--- config.mk ---
export PLATFORM = sky130hd
export DESIGN_NAME = tile_row_preshift_generator_unit
export DESIGN_NICKNAME = d
export VERILOG_FILES = /design/src/hdl/trpg_pkg.sv /design/src/hdl/trpg_csr.sv /design/src/hdl/trpg_seq.sv /design/src/hdl/trpg_shift.sv /design/src/hdl/tile_row_preshift_generator_unit.sv
export SDC_FILE = /design/constraint.sdc
export NUM_CORES = 1
export LEC_CHECK = 0
export BUFFER_PORTS_ARGS = -buffer_cell sky130_fd_sc_hd__buf_2
export CAP_MARGIN = 20
export CORE_ASPECT_RATIO = 0.75
export CORE_MARGIN = 2
export CORE_UTILIZATION = 30
export CTS_BUF_LIST = sky130_fd_sc_hd__clkbuf_16
export CTS_CLUSTER_DIAMETER = 40
export DETAILED_ROUTE_END_ITERATION = 6
export SLEW_MARGIN = 25
export SYNTH_ARGS = -nofsm -noshare
export SYNTH_HDL_FRONTEND = slang
export SYNTH_HIERARCHICAL = 1
export SYNTH_SLANG_ARGS = --single-unit
--- constraint.sdc ---
create_clock -name clock -period 6.55 [get_ports clock]
set_input_delay 0.9825 -clock clock [delete_from_list [all_inputs] [get_ports clock]]
set_output_delay 0.9825 -clock clock [all_outputs]
set_load 0.01 [all_outputs]
--- src/hdl/trpg_pkg.sv ---
// Shared types, constants and the byte shift function of the tile row preshift generator.
`default_nettype none

package trpg_pkg;

   localparam int unsigned TILE_W   = 64;
   localparam int unsigned BYTES    = 8;
   localparam int unsigned SHIFT_W  = 4;
   localparam int unsigned INDEX_W  = 16;
   localparam int unsigned ADDR_W   = 4;
   localparam int unsigned DATA_W   = 32;

   localparam logic [SHIFT_W-1:0] LAST_SHIFT  = 4'd8;
   localparam logic [SHIFT_W-1:0] FIRST_SHIFT = 4'd0;

   typedef enum logic [1:0] {
      REG_TILES_PER_ROW = 2'd0,
      REG_ROW_COUNT     = 2'd1,
      REG_DEST_BASE     = 2'd2
   } reg_index_type;

   typedef struct packed {
      logic [7:0]         tiles_per_row;
      logic [7:0]         row_count;
      logic [INDEX_W-1:0] dest_base;
   } cfg_type;

   // what the sequencer tells the shifter about the word in flight
   typedef struct packed {
      logic               plain;
      logic               trail;
      logic [SHIFT_W-1:0] shift;
   } gen_ctl_type;

   // low byte of {hi, lo} >> s: (lo >> s) | (hi << (8 - s)) for s in 0..8
   function automatic logic [7:0] shift_byte(input logic [7:0] hi, input logic [7:0] lo,
                                             input logic [SHIFT_W-1:0] s);
      logic [15:0] pair;
      pair = {hi, lo} >> s;
      return pair[7:0];
   endfunction

endpackage

`default_nettype wire

--- src/hdl/trpg_csr.sv ---
// Configuration registers behind the APB-style port.
`default_nettype none

module trpg_csr
   import trpg_pkg::*;
(
   input  wire logic              clock,
   input  wire logic              reset,
   input  wire logic              csr_psel,
   input  wire logic              csr_penable,
   input  wire logic              csr_pwrite,
   input  wire logic [ADDR_W-1:0] csr_paddr,
   input  wire logic [DATA_W-1:0] csr_pwdata,
   output logic      [DATA_W-1:0] csr_prdata,
   output logic                   csr_pready,
   output cfg_type                cfg
);

   cfg_type       cfg_ff, cfg_in;
   reg_index_type index;
   logic          write_en;

   assign index      = reg_index_type'(csr_paddr[3:2]);
   assign write_en   = csr_psel && csr_penable && csr_pwrite;
   assign csr_pready = 1'b1;
   assign cfg        = cfg_ff;

   always_comb begin
      cfg_in = cfg_ff;
      if (write_en) begin
         unique case (index)
            REG_TILES_PER_ROW: cfg_in.tiles_per_row = csr_pwdata[7:0];
            REG_ROW_COUNT:     cfg_in.row_count     = csr_pwdata[7:0];
            REG_DEST_BASE:     cfg_in.dest_base     = csr_pwdata[INDEX_W-1:0];
            default:           cfg_in = cfg_ff;
         endcase
      end
   end

   always_comb begin
      unique case (index)
         REG_TILES_PER_ROW: csr_prdata = {24'd0, cfg_ff.tiles_per_row};
         REG_ROW_COUNT:     csr_prdata = {24'd0, cfg_ff.row_count};
         REG_DEST_BASE:     csr_prdata = {16'd0, cfg_ff.dest_base};
         default:           csr_prdata = '0;
      endcase
   end

   always_ff @(posedge clock) begin
      if (reset) begin
         cfg_ff.tiles_per_row <= 8'd1;
         cfg_ff.row_count     <= 8'd1;
         cfg_ff.dest_base     <= '0;
      end else begin
         cfg_ff <= cfg_in;
      end
   end

endmodule

`default_nettype wire

--- src/hdl/trpg_seq.sv ---
// Tile position tracking and the nine-or-eighteen word sequence for the tile in flight.
`default_nettype none

module trpg_seq
   import trpg_pkg::*;
(
   input  wire logic               clock,
   input  wire logic               reset,
   input  cfg_type                 cfg,
   input  wire logic               req_valid,
   input  wire logic [TILE_W-1:0]  req_tile_bytes,
   output logic                    req_stall,
   input  wire logic               out_free,
   output logic                    emit,
   output gen_ctl_type             gen_ctl,
   output logic [TILE_W-1:0]       gen_tile,
   output logic [TILE_W-1:0]       gen_prev,
   output logic                    item_last,
   output logic                    job_last,
   output logic [INDEX_W-1:0]      dest_tile
);

   logic               busy_ff, busy_in;
   logic               plain_ff, plain_in;
   logic               trail_ff, trail_in;
   logic               lastcol_ff, lastcol_in;
   logic               done_ff, done_in;
   logic [SHIFT_W-1:0] shift_ff, shift_in;
   logic [7:0]         column_ff, column_in;
   logic [7:0]         row_ff, row_in;
   logic [INDEX_W-1:0] count_ff, count_in;
   logic [TILE_W-1:0]  tile_ff, prev_ff;

   logic [7:0] col_limit, row_limit;
   logic       last_col, last_row, accept;

   // a size written as zero acts as one
   assign col_limit = (cfg.tiles_per_row == 8'd0) ? 8'd0 : cfg.tiles_per_row - 8'd1;
   assign row_limit = (cfg.row_count == 8'd0) ? 8'd0 : cfg.row_count - 8'd1;
   assign last_col  = column_ff >= col_limit;
   assign last_row  = row_ff >= row_limit;

   assign item_last = (shift_ff == LAST_SHIFT) && (trail_ff || !lastcol_ff);
   assign job_last  = item_last && done_ff;
   assign emit      = busy_ff && out_free;
   // take the next tile in the cycle the final word of this one leaves
   assign req_stall = busy_ff && !(emit && item_last);
   assign accept    = req_valid && !req_stall;

   assign gen_ctl   = '{plain: plain_ff, trail: trail_ff, shift: shift_ff};
   assign gen_tile  = tile_ff;
   assign gen_prev  = prev_ff;
   assign dest_tile = cfg.dest_base + count_ff;

   always_comb begin
      busy_in    = busy_ff;
      plain_in   = plain_ff;
      trail_in   = trail_ff;
      lastcol_in = lastcol_ff;
      done_in    = done_ff;
      shift_in   = shift_ff;
      column_in  = column_ff;
      row_in     = row_ff;
      count_in   = count_ff;

      if (emit) begin
         count_in = job_last ? '0 : count_ff + 16'd1;
         if (item_last) begin
            busy_in = 1'b0;
         end else if (shift_ff == LAST_SHIFT) begin
            // merged group done, start the trailing group
            shift_in = FIRST_SHIFT;
            trail_in = 1'b1;
         end else begin
            shift_in = shift_ff + 4'd1;
         end
      end

      if (accept) begin
         busy_in    = 1'b1;
         plain_in   = (column_ff == 8'd0);
         trail_in   = 1'b0;
         lastcol_in = last_col;
         done_in    = last_col && last_row;
         shift_in   = FIRST_SHIFT;
         if (last_col) begin
            column_in = 8'd0;
            row_in    = last_row ? 8'd0 : row_ff + 8'd1;
         end else begin
            column_in = column_ff + 8'd1;
         end
      end
   end

   always_ff @(posedge clock) begin
      if (reset) begin
         busy_ff    <= 1'b0;
         plain_ff   <= 1'b0;
         trail_ff   <= 1'b0;
         lastcol_ff <= 1'b0;
         done_ff    <= 1'b0;
         shift_ff   <= FIRST_SHIFT;
         column_ff  <= '0;
         row_ff     <= '0;
         count_ff   <= '0;
      end else begin
         busy_ff    <= busy_in;
         plain_ff   <= plain_in;
         trail_ff   <= trail_in;
         lastcol_ff <= lastcol_in;
         done_ff    <= done_in;
         shift_ff   <= shift_in;
         column_ff  <= column_in;
         row_ff     <= row_in;
         count_ff   <= count_in;
      end
   end

   // the held tile becomes the previous tile of the next one
   always_ff @(posedge clock) begin
      if (accept) begin
         prev_ff <= tile_ff;
         tile_ff <= req_tile_bytes;
      end
   end

endmodule

`default_nettype wire

--- src/hdl/trpg_shift.sv ---
// Byte-wise shift and merge that forms one generated tile.
`default_nettype none

module trpg_shift
   import trpg_pkg::*;
(
   input  gen_ctl_type             gen_ctl,
   input  wire logic [TILE_W-1:0]  gen_tile,
   input  wire logic [TILE_W-1:0]  gen_prev,
   output logic      [TILE_W-1:0]  shifted
);

   logic [TILE_W-1:0] hi_src, lo_src;

   // plain: prev taken as zero; trailing: the tile itself moves into the top
   assign hi_src = gen_ctl.trail ? gen_tile : (gen_ctl.plain ? '0 : gen_prev);
   assign lo_src = gen_ctl.trail ? '0 : gen_tile;

   for (genvar b = 0; b < BYTES; b++) begin : g_byte
      assign shifted[8*b +: 8] = shift_byte(hi_src[8*b +: 8], lo_src[8*b +: 8],
                                            gen_ctl.shift);
   end

endmodule

`default_nettype wire

--- src/hdl/tile_row_preshift_generator_unit.sv ---
// Top level of the tile row preshift generator: registers, sequencer, shifter, result register.
`default_nettype none

// Each accepted 8x8 tile produces nine words, shifts 0 to 8, or eighteen when it is
// the last tile of its row (the trailing group follows the merged group). Words leave
// one per cycle through the result register whenever rsp_stall is low; the next
// tile is accepted in the cycle the final word of the current one enters that register,
// so there are no gaps between tiles while rsp_stall stays low. Set tiles_per_row,
// row_count and dest_base only while the block is idle; after the final word of the
// last row the counters return to zero and the next tile starts a new job.

module tile_row_preshift_generator_unit
   import trpg_pkg::*;
(
   input  wire logic               clock,
   input  wire logic               reset,
   input  wire logic               req_valid,
   output logic                    req_stall,
   input  wire logic [TILE_W-1:0]  req_tile_bytes,
   output logic                    rsp_valid,
   input  wire logic               rsp_stall,
   output logic      [TILE_W-1:0]  rsp_shifted_tile,
   output logic      [SHIFT_W-1:0] rsp_shift_amount,
   output logic      [INDEX_W-1:0] rsp_dest_tile,
   output logic                    rsp_last_of_item,
   output logic                    rsp_job_done,
   input  wire logic               csr_psel,
   input  wire logic               csr_penable,
   input  wire logic               csr_pwrite,
   input  wire logic [ADDR_W-1:0]  csr_paddr,
   input  wire logic [DATA_W-1:0]  csr_pwdata,
   output logic      [DATA_W-1:0]  csr_prdata,
   output logic                    csr_pready
);

   cfg_type            cfg;
   gen_ctl_type        gen_ctl;
   logic [TILE_W-1:0]  gen_tile, gen_prev, shifted;
   logic               out_free, emit, item_last, job_last;
   logic [INDEX_W-1:0] dest_tile;

   logic               valid_ff, valid_in;
   logic [TILE_W-1:0]  tile_ff;
   logic [SHIFT_W-1:0] shift_ff;
   logic [INDEX_W-1:0] dest_ff;
   logic               last_ff, done_ff;

   trpg_csr u_csr (
      .clock       (clock),
      .reset       (reset),
      .csr_psel    (csr_psel),
      .csr_penable (csr_penable),
      .csr_pwrite  (csr_pwrite),
      .csr_paddr   (csr_paddr),
      .csr_pwdata  (csr_pwdata),
      .csr_prdata  (csr_prdata),
      .csr_pready  (csr_pready),
      .cfg         (cfg)
   );

   trpg_seq u_seq (
      .clock          (clock),
      .reset          (reset),
      .cfg            (cfg),
      .req_valid      (req_valid),
      .req_tile_bytes (req_tile_bytes),
      .req_stall      (req_stall),
      .out_free       (out_free),
      .emit           (emit),
      .gen_ctl        (gen_ctl),
      .gen_tile       (gen_tile),
      .gen_prev       (gen_prev),
      .item_last      (item_last),
      .job_last       (job_last),
      .dest_tile      (dest_tile)
   );

   trpg_shift u_shift (
      .gen_ctl  (gen_ctl),
      .gen_tile (gen_tile),
      .gen_prev (gen_prev),
      .shifted  (shifted)
   );

   // result register takes a new word when empty or when its word leaves
   assign out_free = !valid_ff || !rsp_stall;

   always_comb begin
      valid_in = valid_ff;
      if (out_free) begin
         valid_in = emit;
      end
   end

   always_ff @(posedge clock) begin
      if (reset) begin
         valid_ff <= 1'b0;
      end else begin
         valid_ff <= valid_in;
      end
   end

   always_ff @(posedge clock) begin
      if (emit) begin
         tile_ff  <= shifted;
         shift_ff <= gen_ctl.shift;
         dest_ff  <= dest_tile;
         last_ff  <= item_last;
         done_ff  <= job_last;
      end
   end

   assign rsp_valid        = valid_ff;
   assign rsp_shifted_tile = tile_ff;
   assign rsp_shift_amount = shift_ff;
   assign rsp_dest_tile    = dest_ff;
   assign rsp_last_of_item = last_ff;
   assign rsp_job_done     = done_ff;

endmodule

`default_nettype wire

==> results.md <==
* Sequence of cells on the critical path: inv_1 > ha_1 > nor2b_1 > nand3b_1 > or3_1 > and2_1 > ha_1 > nand2b_1 > a21o_1 > a211o_1 > a211o_1 > or3_1 > o31ai_2
* Final hold vios at 0
* Vias/cell at about 5.7
* Main area contributors after synthesis: edfxtp_1, dfxtp_1, mux2i_1
* Setup Skew at between 0.015 and 0.02 ns
* PostCTS Resize Cnt at 0
* Worst hold path endpoint: u_seq/plain_ff$_SDFFE_PP0P_
* Synth async-reset ratio at 0%
* Yosys Warn Count at 6
* Number of buffers added for setup after CTS at 0
* DRC viols at 0
* Worst hold path startpoint: u_seq/plain_ff$_SDFFE_PP0P_
* Clk pwr share at 48.1%
* DR iter-0 viols at about 2100
* Worst Reg-to-Reg Cells at 13
* Highest Clock Rate at roughly 270 MHz
* Layout Nets at just under 2000
* Number of distinct library cells after synthesis at 78
* Worst setup EP type: flip-flop
* Core area at approximately 0.058 mm^2
* Comb power frac at approximately 11%
* Yosys top cell by area: edfxtp_1
* Peak supply drop at between 150 and 200 uV
* Global-route wire length before repair at ~86 mm
* Status: finished, final reports clean
* Grt ovf at 0
* P_int at 3.89 mW
* Number of buffers created by CTS at 46
* Crit path arrival time at about 4.2 ns
* Top FF cell, synth: edfxtp_1
* Die width at between 200 and 300 um
* Mapped Cells at ~1700
* Max FO, Critical Path at 8
* Sequential fraction of the synthesis area at 44.9%
* Share of layout cells above drive strength 1 at 20.2%
* CTS tree: built
* CP Launch Type: flip-flop
* Crit Path Class: flip-flop to flip-flop
* Overall routed net length at about 59 mm
* Switching share of power at a little over a quarter
* Fill count at ~5700
* GPL Wtd Cong at between 0.9 and 1
* Netlist Area Pre-Place at roughly 0.018 mm^2
* Post-synth top area share at between 30% and 40%
* Via count at between 15000 and 20000
* Leakage at between 7 and 8 nW
* Starting Density at between 30% and 40%
* Multiplexer share of the synthesized area at ~8.0%
* Max-cap viol count at 0
* FP Rows at 76
* Clock insertion delay at the later pin of the skew report at around 0.57 ns
* Worst-path clk slew at 0.05 ns
* R2r startpoint: u_csr/cfg[16]$_SDFFE_PP1P_
* Max Root-Sink Buffers at 3
* Worst Path Buf+Inv at 1
* Synthesized flop and latch total at 288
* Unrepaired setup endpoints after global routing: no
* Vias in the first global route at about 14000
* Post-DR wirelength/cell at about 22 um
* Total track usage at between 10% and 20%
* Power Density at roughly 260 mW/mm^2
* Final setup TNS at 0 ns
* I/O pin count at approximately 230
* Count of final setup violators at 0
* Register share of total power at about two fifths
* Initial antenna violation count at 9
* Adder-Cell Fraction of Synth Area at 2.88%
* CP delay by family, top: simple AND/OR/NAND/NOR gates
* Sw power at 1.39 mW
* Hold path depth at 2
* Slew HR at between 20% and 30%
* Chip height at around 210 um
* Worst path slowest cell: or3_1
* Post-layout minimum cycle time at roughly 3.7 ns
* Hold Worst Slack at 0.449 ns
* Number of synthesized flops with an enable pin at ~210
* Least-Margin Pin Slew at between 1 and 1.5 ns
* CP Data Required Time at roughly 7.0 ns
* Post-DP HPWL at roughly 40 mm
* XOR/XNOR Fraction of Synth Area at between 1.5 and 2%
* Final period util at 56.1%
* PortBufs at between 150 and 200
* R2r setup slk at 2.88 ns
* Most common cell after layout, fill and taps aside: edfxtp_1
* Max incr delay on CP at ~0.49 ns
* Crit Reg-Reg Endpoint: u_seq/row_ff[7]$_SDFFE_PP0P_
* Slew Viols, Final at 0
* CTS Root Buffer Type: clkbuf_16
* Compound-Gate Fraction of Synth Area at a little over a fifth
* Pin count of the biggest net entering global routing at roughly 100
* Area delta synth->final at 17.2%
* H-tree depth at 2
* DIE AREA at 0.0607 mm^2
* Synth Area per Inst at around 10 um^2
* Sink Count at between 200 and 300
* Post-synthesis simple-gate area fraction at between 15 and 20%
* Hold_buf cts at 0
* Commonest cells after routing, fill and taps aside: edfxtp_1, buf_2, mux2i_1
* Post-route ant nets at 0
* Pre-Repair DR Iteration Count at 6
* Largest family of logic cells by synthesized area: compound AO/OA/AOI/OAI gates
* Worst hold path type: flip-flop to flip-flop
[worst max-delay path by stage]
stage                                     from                              end  depth (start not counted)
floorplan                            rsp_stall  u_seq/count_ff[11]$_SDFFE_PP0P_                          8
global placement    u_csr/cfg[16]$_SDFFE_PP1P_     u_seq/row_ff[7]$_SDFFE_PP0P_                         13
detailed placement  u_csr/cfg[16]$_SDFFE_PP1P_     u_seq/row_ff[7]$_SDFFE_PP0P_                         13
CTS                 u_csr/cfg[16]$_SDFFE_PP1P_     u_seq/row_ff[7]$_SDFFE_PP0P_                         13
global route        u_csr/cfg[16]$_SDFFE_PP1P_     u_seq/row_ff[0]$_SDFFE_PP0P_                         13
finish              u_csr/cfg[16]$_SDFFE_PP1P_     u_seq/row_ff[7]$_SDFFE_PP0P_                         13
[stage by stage]
| step | util (%) | std cells | power [mW] | worst slack (ns) | instance area, um^2 |
|---|---|---|---|---|---|
| floorplan | - | 1699 | 2.55 | 1.99 | 17700 |
| global placement | 32.9 | 2549 | 2.76 | 2.96 | 19000 |
| detailed placement | 32.9 | 2549 | 2.76 | 2.93 | 19000 |
| CTS | 35.8 | 2633 | 5.33 | 2.91 | 20600 |
| global route | 35.8 | 2633 | 5.47 | 2.64 | 20600 |
| finish | 35.8 | 2634 | 5.28 | 2.88 | 20600 |
[cells in the mapped netlist, drive strengths merged, types with 24 or more instances]
master / number
edfxtp: 214
nor3: 64
a22oi: 39
a221oi: 49
ha: 39
nor2: 82
dfxtp: 74
o211ai: 24
mux2i: 113
a21oi: 108
a21boi: 42
nand2: 102
nand3: 49
or3b: 70
nand2b: 64
clkbuf: 45
o21ai: 75
a32oi: 37
buf: 99
[worst min-delay path, stage by stage (launching register included)]
cell and delay, ns:
dfxtp_2 0.31, nand2_1 0.05, a21oi_1 0.05
[cell type report]
class	instances	area [um^2]	share of cell area, %
inverter	23	93.8	0.454
tap	780	976	4.73
antenna	1	2.50	0.0121
clock inverter	36	433	2.10
multi-input combinational	1244	8890	43.1
clock buffer	48	1200	5.82
sequential	288	7920	38.4
timing repair buffer	214	1130	5.45
[cell families (layout without fill, tap and decap cells)]
kind of cell    Yosys count  count (layout)
other cells               2              18
simple gates            507             507
compound gates          516             516
mux                     126             126
xor+xnor                 38              38
buf+inv                 167             321
fa+ha+maj                40              40
flops                   288             288
[layer usage]
layer | GRT usage, % | wire [um]
met1 | 26.4 | 26500
met2 | 26.9 | 24300
met3 | 5.78 | 6430
met4 | 5.07 | 1300
met5 | 0 | 63
[power groups by stage]
| stage | Combinational, mW | Clock [mW] | Sequential [mW] |
|---|---|---|---|
| 2_1_floorplan | 0.383 | 0 | 2.17 |
| 3_5_place_dp | 0.585 | 0 | 2.18 |
| 3_3_place_gp | 0.579 | 0 | 2.18 |
| 4_1_cts | 0.587 | 2.60 | 2.14 |
| 5_1_grt | 0.645 | 2.68 | 2.15 |
| 6_report | 0.599 | 2.54 | 2.14 |
[flip-flops by register name (all words and copies together), names as in the netlist, 8 cells and up]
register / count
u_seq/count_ff: 16
rsp_dest_tile: 16
u_seq/column_ff: 8
u_csr/cfg: 32
u_seq/gen_tile: 64
rsp_shifted_tile: 64
u_seq/gen_prev: 64
u_seq/row_ff: 8
(Power assumes the default switching activity.)
